`config.mk`:
```
export PLATFORM = sky130hd
export DESIGN_NAME = pgmap_ctrl
export DESIGN_NICKNAME = d
export VERILOG_FILES = /design/src/pgmap_pkg.sv /design/src/pgmap_ctrl.sv
export SDC_FILE = /design/constraint.sdc
export NUM_CORES = 1
export LEC_CHECK = 0
export BUFFER_PORTS_ARGS = -buffer_cell sky130_fd_sc_hd__clkbuf_2
export CORE_AREA = 2 2 39 41
export CTS_CLUSTER_DIAMETER = 200
export DETAILED_ROUTE_END_ITERATION = 10
export DIE_AREA = 0 0 41 43
export SLEW_MARGIN = 20
export SYNTH_ARGS = -nofsm -noshare
export SYNTH_HDL_FRONTEND = slang
export SYNTH_SLANG_ARGS = --single-unit
```
`constraint.sdc`:
```
create_clock -name clk -period 3.4 [get_ports clk]
set_input_delay 0.51 -clock clk [delete_from_list [all_inputs] [get_ports clk]]
set_output_delay 0.51 -clock clk [all_outputs]
set_load 0.02 [all_outputs]
```
`src/pgmap_pkg.sv`:
```
// Shared types and constants for the four-level page table mapper.
`default_nettype none

package pgmap_pkg;

    localparam int PT_TABLE_PAGES = 64;
    localparam int PT_ENTRIES     = 512;
    localparam int PT_IDX_W       = 9;
    localparam int PT_VA_W        = 48;
    localparam int PT_FRAME_W     = 40;
    localparam int PT_ENTRY_W     = 64;
    localparam int PT_LEAF_W      = 52;
    localparam int PT_USED_W      = 7;

    typedef enum logic [0:0] {
        OP_MAP   = 1'b0,
        OP_UNMAP = 1'b1
    } op_t;

    typedef enum logic [1:0] {
        STAT_DONE    = 2'd0,
        STAT_NO_POOL = 2'd1,
        STAT_NO_MAP  = 2'd2
    } status_t;

    typedef enum logic [2:0] {
        ST_CLEAR,
        ST_IDLE,
        ST_READ,
        ST_EVAL,
        ST_ALLOC,
        ST_LEAF,
        ST_UNMAP
    } state_t;

    // controller -> datapath
    typedef struct packed {
        logic    clr_step;
        logic    load;
        logic    descend;
        logic    alloc;
        logic    wr_leaf;
        logic    wr_unmap;
        logic    fin;
        status_t fin_status;
    } pgmap_cmd_t;

    // datapath -> controller
    typedef struct packed {
        logic       clr_last;
        logic       is_unmap;
        logic [1:0] level;
        logic       ok;
        logic       leaf_present;
        logic       fits;
    } pgmap_sts_t;

endpackage

`default_nettype wire

```
`src/pgmap_ctrl.sv`:
```
// Controller: clear sweep, table walk, allocation and leaf update sequencing.
`default_nettype none

module pgmap_ctrl
    import pgmap_pkg::*;
(
    input  wire logic       clk,
    input  wire logic       rst_n,
    input  wire logic       start,
    input  wire pgmap_sts_t sts,
    output pgmap_cmd_t      cmd,
    output logic            busy
);

    state_t state_reg, state_next;

    always_ff @(posedge clk or negedge rst_n)
    begin
        if (!rst_n)
        begin
            state_reg <= ST_CLEAR;
        end
        else
        begin
            state_reg <= state_next;
        end
    end

    // next state
    always_comb
    begin
        state_next = state_reg;
        case (state_reg)
            ST_CLEAR:
            begin
                if (sts.clr_last)
                begin
                    state_next = ST_IDLE;
                end
            end
            ST_IDLE:
            begin
                if (start)
                begin
                    state_next = ST_READ;
                end
            end
            ST_READ:
            begin
                state_next = ST_EVAL;
            end
            ST_EVAL:
            begin
                if (sts.level == 2'd3)
                begin
                    state_next = sts.leaf_present ? ST_UNMAP : ST_IDLE;
                end
                else if (sts.ok)
                begin
                    state_next = (sts.level == 2'd2 && !sts.is_unmap) ? ST_LEAF : ST_READ;
                end
                else if (!sts.is_unmap && sts.fits)
                begin
                    state_next = ST_ALLOC;
                end
                else
                begin
                    state_next = ST_IDLE;
                end
            end
            ST_ALLOC:
            begin
                if (sts.level == 2'd2)
                begin
                    state_next = ST_LEAF;
                end
            end
            ST_LEAF:
            begin
                state_next = ST_IDLE;
            end
            ST_UNMAP:
            begin
                state_next = ST_IDLE;
            end
            default:
            begin
                state_next = ST_IDLE;
            end
        endcase
    end

    // outputs
    always_comb
    begin
        cmd  = '0;
        cmd.fin_status = STAT_DONE;
        busy = 1'b1;
        case (state_reg)
            ST_CLEAR:
            begin
                cmd.clr_step = 1'b1;
            end
            ST_IDLE:
            begin
                busy     = 1'b0;
                cmd.load = start;
            end
            ST_READ:
            begin
            end
            ST_EVAL:
            begin
                if (sts.level == 2'd3)
                begin
                    if (!sts.leaf_present)
                    begin
                        cmd.fin        = 1'b1;
                        cmd.fin_status = STAT_NO_MAP;
                    end
                end
                else if (sts.ok)
                begin
                    cmd.descend = 1'b1;
                end
                else if (sts.is_unmap)
                begin
                    cmd.fin        = 1'b1;
                    cmd.fin_status = STAT_NO_MAP;
                end
                else if (!sts.fits)
                begin
                    cmd.fin        = 1'b1;
                    cmd.fin_status = STAT_NO_POOL;
                end
            end
            ST_ALLOC:
            begin
                cmd.alloc = 1'b1;
            end
            ST_LEAF:
            begin
                cmd.wr_leaf = 1'b1;
                cmd.fin     = 1'b1;
            end
            ST_UNMAP:
            begin
                cmd.wr_unmap = 1'b1;
                cmd.fin      = 1'b1;
            end
            default:
            begin
            end
        endcase
    end

endmodule

`default_nettype wire

```
==> results of run 1 <==
[metrics by stage]
stage | std cells | hold WS, ns | total power (W) | worst slack (ns)
after CTS | 83 | 0.0589 | 0.000337 | 1.36
after global placement | 79 | 0.308 | 0.000270 | 1.51
after floorplan | 46 | 0.214 | 0.000226 | 1.66
after global routing | 83 | 0.0628 | 0.000365 | 1.23
after detailed placement | 79 | 0.308 | 0.000273 | 1.50
final | 83 | 0.0657 | 0.000332 | 1.38
[final cells by class]
cell class	count	area share, %
Inverter	2	1.57
Timing Repair Buffer	19	19.9
Sequential cell	3	15.7
Clock buffer	4	5.51
Tap cell	16	4.20
Multi-Input combinational cell	39	53.0
[how the worst max path moves through the flow]
stage | cells after the start | end | slack, ns
3_3_place_gp | 6 | cmd[2] | 1.51
6_report | 4 | cmd[0] | 1.38
5_1_grt | 4 | cmd[0] | 1.23
4_1_cts | 4 | cmd[0] | 1.36
3_5_place_dp | 6 | cmd[2] | 1.50
2_1_floorplan | 4 | cmd[2] | 1.66
[routing by layer]
layer	up-vias	track usage (%)	wire length, um
met5	-	0	0
met4	0	8.00	0
met3	0	2.09	59
met2	12	18.1	413
met1	167	11.5	369
li1	207	-	-
[power by group]
group / leakage (nW) / internal, W / switching, W
Sequential: 0.0363 / 0.0000507 / 0.0000400
Clock: 0.0150 / 0.0000439 / 0.0000174
Combinational: 0.190 / 0.0000776 / 0.000102
Total: 0.242 / 0.000172 / 0.000160
[cell usage in the layout (no fill, tap or decap), drive strengths merged]
cell	n
a21boi	1
a21oi	4
a31oi	1
a32o	1
and2	1
and3b	2
and4	1
clkbuf	23
dfrtp	3
inv	2
nand2	3
nand2b	3
nand3	4
nand3b	3
nor2	3
nor2b	2
nor3	2
nor4bb	1
o21ai	4
or2	2
xor2	1
[cell families (layout without fill, tap and decap cells)]
| logic type | count (synthesis) | in the layout | share of synthesized area (%) |
|---|---|---|---|
| flip-flops | 3 | 3 | 21.6 |
| AND/OR/NAND/NOR | 27 | 27 | 51.8 |
| buffers and inverters | 4 | 25 | 5.76 |
| AO/OA/AOI/OAI | 11 | 11 | 18.3 |
| XOR/XNOR | 1 | 1 | 2.52 |
[worst max-delay path, stage by stage, from the launching register on]
cell	delay [ns]
dfrtp_1	0.48
nor2b_4	0.24
nand2_2	0.10
nor4bb_2	0.26
clkbuf_2	0.20
==> results.yml, run 1 <==
run_status:
  status: "complete, no violations"
cells_and_area:
  diodes: 0
  area_delta_synth_final_pct: 37.1
  nNetsFinal: 78
  multi_input_area_um2: 253
  fin_area_um2: 477
  fin_util_pct: 34.4
  largest_reg_flops: 3
  seqCellArea_um2: 75.1
  layout-drive-gt1-share_pct: 38.8
  fillers: 166
placement:
  place_congestion: 0.760
  numPortBuffers: 19
  dpl.hpwl_um: 681
  dpl_cell_area_um2: 450
logic_synthesis:
  synth_edf_count: 0
  ys_seq_elements: 3
  syn_inst: 46
  yosysWarnings: 0
  yosys-top-cells-count: "a21oi_1 (4), nand3_1 (4)"
  synth.area.top_cells: "dfrtp_1 (22%), nand3b_1 (6.5%), a21oi_1 (5.8%)"
  synth_seq_area_share_pct: 21.6
  synth_fp_nets: 56
  yosys.area.top_type_share_pct: 21.6
  syn_avg_cell_area_um2: 7.56
  syn_area_um2: 348
  yosys.area.top_type: "dfrtp_1"
  ys_types: 25
  async_flop_share_pct: 100
  yosys_most_used_dff: "dfrtp_1"
route:
  drc: 0
  wl_um: 842
  drt_first_pass_iters: 2
  via_count: 386
  vias_per_cell: 4.65
  ant_nets: 0
  wire_per_inst_um: 10.1
  drtIter0Drc: 9
sta:
  hold_viol: 0
  fin_crit_sh_pct: 59.3
  clock_skew_ns: 0.00382
  period_needed_ns: 2.02
  drv_slew: 0
  slew_headroom_pct: 77.0
  setup_tns_ns: 0
  rsz0062_at_grt: "no"
  max_freq_mhz: 496
  tightest_slew_ns: 0.345
  setup_viol: 0
floorplan:
  die_area_um2: 1760
  die_w_um: 41
  core-area_um2: 1380
  start_util_pct: 25.1
  rows: 14
  ios: 20
  fp.dieH_um: 43
critical_path:
  path_class: "register to output pin"
  reg2reg_from: "state_reg[1]"
  timing.rr.end: "state_reg[2]"
  required_ns: 2.89
  worstSetupStartpoint: "state_reg[0]"
  cp-start-kind: "register"
  crit_path_end_kind: "output pin"
  crit_path_max_fanout: 8
  r2r_cells: 3
  reg2reg_slack_ns: 2.25
  cp.arrival_ns: 1.51
clock_network:
  cts_hold_buf: 0
  clockBufferDepth: 2
  cts_root_buf: "clkbuf_4"
  clkLatencyLatePin_ns: 0.23
  cts_tree: "yes"
  h-tree-depth: 1
  cts.sinks: 3
  cts_setup_buffers: 0
  clk_pin_slew_worst_paths_ns: 0.04
  cts_buffers: 3
  post_cts_resized: 0
global_route:
  grt_pass1_vias: 364
  overflow: 0
  grt_max_degree: 13
  antenna_found_initial: 0
  grt_pass1_wl_um: 1330
  track_usage_pct: 11.0
power_and_ir_drop:
  power.density_nw_per_um2: 696
  p_leak_nw: 0.242
  ir_drop_v: 0.000133
worst_hold_path:
  hold_path.class: "input pin to asynchronous set/reset pin"
job:
  max_cap_viol_count: 0
Note: power is estimated with default switching activity, not from simulation.
==> run 2, diff against run 1 <==
--- a/config.mk
+++ b/config.mk
@@ -5,6 +5,7 @@
 export SDC_FILE = /design/constraint.sdc
 export NUM_CORES = 1
 export LEC_CHECK = 0
+export ABC_AREA = 1
 export BUFFER_PORTS_ARGS = -buffer_cell sky130_fd_sc_hd__clkbuf_2
 export CORE_AREA = 2 2 39 41
 export CTS_CLUSTER_DIAMETER = 200
==> constraint.sdc (replaced) <==
create_clock -name clk -period 1.7 [get_ports clk]
set_input_delay 0.255 -clock clk [delete_from_list [all_inputs] [get_ports clk]]
set_output_delay 0.255 -clock clk [all_outputs]
set_load 0.02 [all_outputs]
==> results.yml, run 2 <==
cells_and_area:
  largest_reg_flops: 3
  final_common_cell: "clkbuf_2"
  diodes: 0
  fillers: 153
  layout-drive-gt1-share_pct: 29.4
  final_cell_mix: "clkbuf_2 (18), nand2_1 (17), inv_1 (15), nor2_1 (10), nand3_1 (4)"
  area_delta_synth_final_pct: 46.4
  nNetsFinal: 96
route:
  route.top_layer_used: "met3"
  via_count: 429
  ant_nets: 0
  drtIter0Drc: 10
  drt_first_pass_iters: 4
  wl_met3_um: 63
  dr_wl_met2_um: 418
  wl_um: 817
  drc: 0
  wire_per_inst_um: 8.09
  drt-met1-wl_um: 335
  vias_per_cell: 4.25
clock_network:
  cts.sinks: 3
  clkLatencyLatePin_ns: 0.23
  cts_tree: "yes"
  h-tree-depth: 1
  clk_pin_slew_worst_paths_ns: 0.04
  clockBufferDepth: 2
  cts_root_buf: "clkbuf_4"
  cts_buffers: 3
logic_synthesis:
  ys_seq_elements: 3
  syn_inst: 61
  synth.most_common_cell: "nand2_1"
  yosys.area.top_type_share_pct: 23.0
  yosys_most_used_dff: "dfrtp_1"
  yosys.area.top_type: "dfrtp_1"
  yosysWarnings: 0
  syn_avg_cell_area_um2: 5.35
  async_flop_share_pct: 100
  yosys-top-cells-count: "nand2_1 (17), inv_1 (15), nor2_1 (10), nand3_1 (4), dfrtp_1 (3)"
  synth_edf_count: 0
  synth_fp_nets: 71
  synth_seq_area_share_pct: 23.0
  syn_area_um2: 327
  synth.area.top_cells: "dfrtp_1 (23%), nand2_1 (20%), inv_1 (17%)"
  ys_types: 14
critical_path:
  reg2reg_slack_ns: 0.52
  reg2reg_from: "state_reg[1]"
  path_class: "register to output pin"
  cp.arrival_ns: 1.34
  required_ns: 1.44
  timing.rr.end: "state_reg[0]"
  crit_path_max_fanout: 6
  r2r_cells: 6
  cp-start-kind: "register"
  crit_path_end_kind: "output pin"
worst_hold_path:
  min-delay-start: "start"
  min_to: "state_reg[0]"
  hold_path.class: "input pin to register"
  holdPathStages: 4
power_and_ir_drop:
  p_int_w: 0.000338
  p_sw_share_pct: 51.0
  switchingPower_w: 0.000352
  ir_drop_v: 0.000699
  power_frac_comb_pct: 60.6
  p_leak_nw: 0.318
  power.density_nw_per_um2: 1440
  power_frac_seq_pct: 21.5
  power_frac_clock_pct: 17.8
sta:
  fin_crit_sh_pct: 93.9
  drv_slew: 0
  max_freq_mhz: 627
  setup_tns_ns: 0
  clock_skew_ns: 0.000128
  hold_viol: 0
  slew_headroom_pct: 83.4
  rsz0062_at_grt: "no"
  period_needed_ns: 1.60
  hold_slack_ns: 0.333
  tightest_slew_ns: 0.247
  setup_viol: 0
floorplan:
  core-area_um2: 1380
  die_w_um: 41
  fp.dieH_um: 43
  rows: 14
  die_area_um2: 1760
  start_util_pct: 23.6
  ios: 20
global_route:
  grt_max_degree: 7
  antenna_found_initial: 0
  overflow: 0
  track_usage_pct: 10.7
  grt_pass1_vias: 374
  grt_pass1_wl_um: 1280
placement:
  dpl.hpwl_um: 676
  place_congestion: 0.794
  numPortBuffers: 19
run_status:
  status: "complete, no violations"
job:
  max_cap_viol_count: 0
run 2: changes by cell type after synthesis, moves of 2 or more:
cell	change
a21oi_1	-3
o21ai_1	-2
nor2_1	+7
inv_1	+13
nand2_2	-2
and3b_1	-2
nand2b_1	-3
nand2_1	+16
or2_1	-2
run 2: worst max-delay path by stage:
stage | startpoint | endpoint | slack [ns] | depth (start not counted)
3_3_place_gp | state_reg[2] | cmd[1] | 0.35 | 5
3_5_place_dp | state_reg[2] | cmd[1] | 0.31 | 5
6_report | state_reg[2] | cmd[1] | 0.10 | 5
5_1_grt | state_reg[2] | cmd[1] | 0.01 | 5
4_1_cts | state_reg[2] | cmd[1] | 0.06 | 5
2_1_floorplan | state_reg[1] | cmd[2] | 0.17 | 3
run 2: repair_timing:
action                                  CTS  global route
setup buffers                             0             0
hold endpoints to repair                  3             0
hold buffers                              1             0
gates resized for setup                   0             1
endpoints found under the setup margin    0             1
run 2: routing by layer:
layer / up-vias / global-route usage [%]
li1: 231 / -
met1: 184 / 11.7
met2: 14 / 17.2
met3: 0 / 1.57
met4: 0 / 8.00
met5: - / 0
run 2: cell families (layout without fill, tap and decap cells):
group / Yosys count / in the layout / synth area share (%)
and+or+nand+nor: 38 / 38 / 51.7
buffers and inverters: 16 / 40 / 18.4
AOI/OAI and AO/OA: 4 / 4 / 6.90
DFF: 3 / 3 / 23.0
run 2: power groups by stage:
stage	combinational [W]	sequential, W	clock (W)
2_1_floorplan	0.000309	0.000141	0
3_3_place_gp	0.000420	0.000147	0
3_5_place_dp	0.000420	0.000149	0
4_1_cts	0.000424	0.000148	0.000131
5_1_grt	0.000468	0.000157	0.000135
6_report	0.000419	0.000149	0.000123
run 2: area by class of cell:
type                    count  area [um^2]  area share (%)
repair buffers             20          105            22.0
well taps                  16         20.0            4.19
flip-flops and latches      3         75.1            15.7
inverters                  16         60.1            12.6
multi-input cells          42          191            40.1
clock buffers               4         26.3            5.50
run 2: per-stage QoR:
stage                     power [W]  setup slack [ns]  util (%)  instances  instance area (um^2)
after floorplan            0.000451             0.165         -         61                   327
after global placement     0.000567             0.349      31.9         96                   442
after detailed placement   0.000569             0.315      31.9         96                   442
after CTS                  0.000703            0.0616      34.5        101                   478
after global routing       0.000760            0.0121      34.5        101                   478
final                      0.000691             0.105      34.5        101                   478
run 2: critical path, cell delays in order (launching register included):
cell      delay (ns)
dfrtp_1         0.39
inv_2           0.11
nand3_2         0.11
nor2_2          0.15
a21boi_0        0.17
buf_2           0.18
==> run 3, diff against run 2 <==
==> constraint.sdc (replaced) <==
create_clock -name clk -period 1.3 [get_ports clk]
set_input_delay 0.195 -clock clk [delete_from_list [all_inputs] [get_ports clk]]
set_output_delay 0.195 -clock clk [all_outputs]
set_load 0.02 [all_outputs]
==> results.yml, run 3 (synthesis results as in run 2) <==
clock_network:
  cts.sinks: 3
  h-tree-depth: 1
  clk_pin_slew_worst_paths_ns: 0.04
  clockBufferDepth: 2
  clkLatencyLatePin_ns: 0.23
  cts_buffers: 3
  cts_root_buf: "clkbuf_4"
  cts_tree: "yes"
route:
  via_count: 458
  drc: 0
  wire_per_inst_um: 8.99
  wl_um: 962
  ant_nets: 0
  drt_first_pass_iters: 1
  vias_per_cell: 4.28
  drtIter0Drc: 0
placement:
  place_congestion: 0.804
  numPortBuffers: 19
  place_ws_ns: 0.0238
  dpl.hpwl_um: 679
sta:
  max_freq_mhz: 686
  hold_slack_ns: 0.262
  clock_skew_ns: 0.000136
  period_needed_ns: 1.46
  fin_crit_sh_pct: 112
  drv_slew: 0
  setup_viol: 8
  rsz0062_at_grt: "yes"
  tightest_slew_ns: 0.205
  setup_slack_ns: -0.158
  slew_headroom_pct: 86.4
  hold_viol: 0
cells_and_area:
  layout-drive-gt1-share_pct: 46.2
  final_cell_mix: "nand2_1 (17), inv_1 (14), clkbuf_2 (10), buf_4 (9), nor2_1 (6)"
  area_delta_synth_final_pct: 88.9
  diodes: 0
  final_common_cell: "nand2_1"
  largest_reg_flops: 3
  nNetsFinal: 102
floorplan:
  die_area_um2: 1760
  fp.dieH_um: 43
  ios: 20
  die_w_um: 41
  start_util_pct: 23.6
  rows: 14
  core-area_um2: 1380
critical_path:
  crit_path_end_kind: "output pin"
  required_ns: 1.11
  crit_path_max_fanout: 6
  path_class: "register to output pin"
  cp-start-kind: "register"
  cp.arrival_ns: 1.26
global_route:
  overflow: 0
  grt_pass1_vias: 424
  track_usage_pct: 11.6
  grt_max_degree: 7
  grt_pass1_wl_um: 1420
  antenna_found_initial: 0
job:
  max_cap_viol_count: 0
power_and_ir_drop:
  ir_drop_v: 0.000941
  p_leak_nw: 0.361
  power_frac_comb_pct: 67.5
  power_frac_seq_pct: 18.9
  power_frac_clock_pct: 13.6
  power.density_nw_per_um2: 1940
  switchingPower_w: 0.000571
  p_sw_share_pct: 47.8
  p_int_w: 0.000624
run_status:
  failed_checks: "negative setup slack"
  status: "complete, but fails checks"
worst_hold_path:
  hold_path.class: "input pin to register"
==> run 3: power by group through the flow <==
| stage | Combinational (W) | Clock [W] | Sequential [W] |
|---|---|---|---|
| after floorplan | 0.000415 | 0 | 0.000187 |
| after global placement | 0.000578 | 0 | 0.000199 |
| after detailed placement | 0.000580 | 0 | 0.000198 |
| after CTS | 0.000695 | 0.000173 | 0.000209 |
| after global routing | 0.000884 | 0.000176 | 0.000233 |
| final | 0.000807 | 0.000162 | 0.000225 |
==> run 3: per-layer routing <==
layer | global-route usage (%) | vias to the layer above | wire (um)
met5 | 0 | - | 0
met4 | 8.00 | 0 | 0
met3 | 0 | 0 | 33
met2 | 19.4 | 10 | 536
met1 | 13.3 | 205 | 392
li1 | - | 243 | -
==> run 3: path summary, 6_finish.rpt <==
| kind | start | endpoint | slack (ns) | depth (start not counted) |
|---|---|---|---|---|
| worst min register to register | state_reg[2] | state_reg[1] | 0.61 | 3 |
| worst min-delay path | start | state_reg[0] | 0.26 | 4 |
| worst max register to register | state_reg[2] | state_reg[0] | 0.04 | 9 |
| max in group asynchronous | rst_n | state_reg[0] | 0.88 | 2 |
| worst max-delay path | state_reg[2] | cmd[0] | -0.16 | 5 |
| min in group asynchronous | rst_n | state_reg[2] | 0.30 | 2 |
==> run 3: layout make-up <==
cell class,count,area [um^2]
clock buffers,4,26.3
fillers,148,767
repair buffers,26,190
well taps,16,20.0
multi-input cells,42,243
inverters,16,60.1
flip-flops and latches,3,77.6
==> run 3: critical path, cell delays in order, from the launching register on <==
cell     delay (ns)
dfrtp_1        0.38
inv_2          0.13
nand3_4        0.10
buf_6          0.14
nor4_4         0.11
buf_4          0.17
==> run 3: what timing repair did <==
item,CTS,global route
pin swaps,1,0
buffers inserted,3,2
hold endpoints to repair,3,0
hold buffers,1,0
resized for setup,15,15
endpoints found under the setup margin,10,10
==> run 3: metrics by stage <==
stage	area (um^2)	instances	utilization (%)	total power [W]	TNS (ns)
after floorplan	338	61	-	0.000602	-0.0164
after global placement	460	97	33.3	0.000777	0
after detailed placement	460	97	33.3	0.000778	0
after CTS	562	105	40.6	0.00108	-0.982
after global routing	617	107	44.6	0.00129	-1.63
final	617	107	44.6	0.00119	-0.910
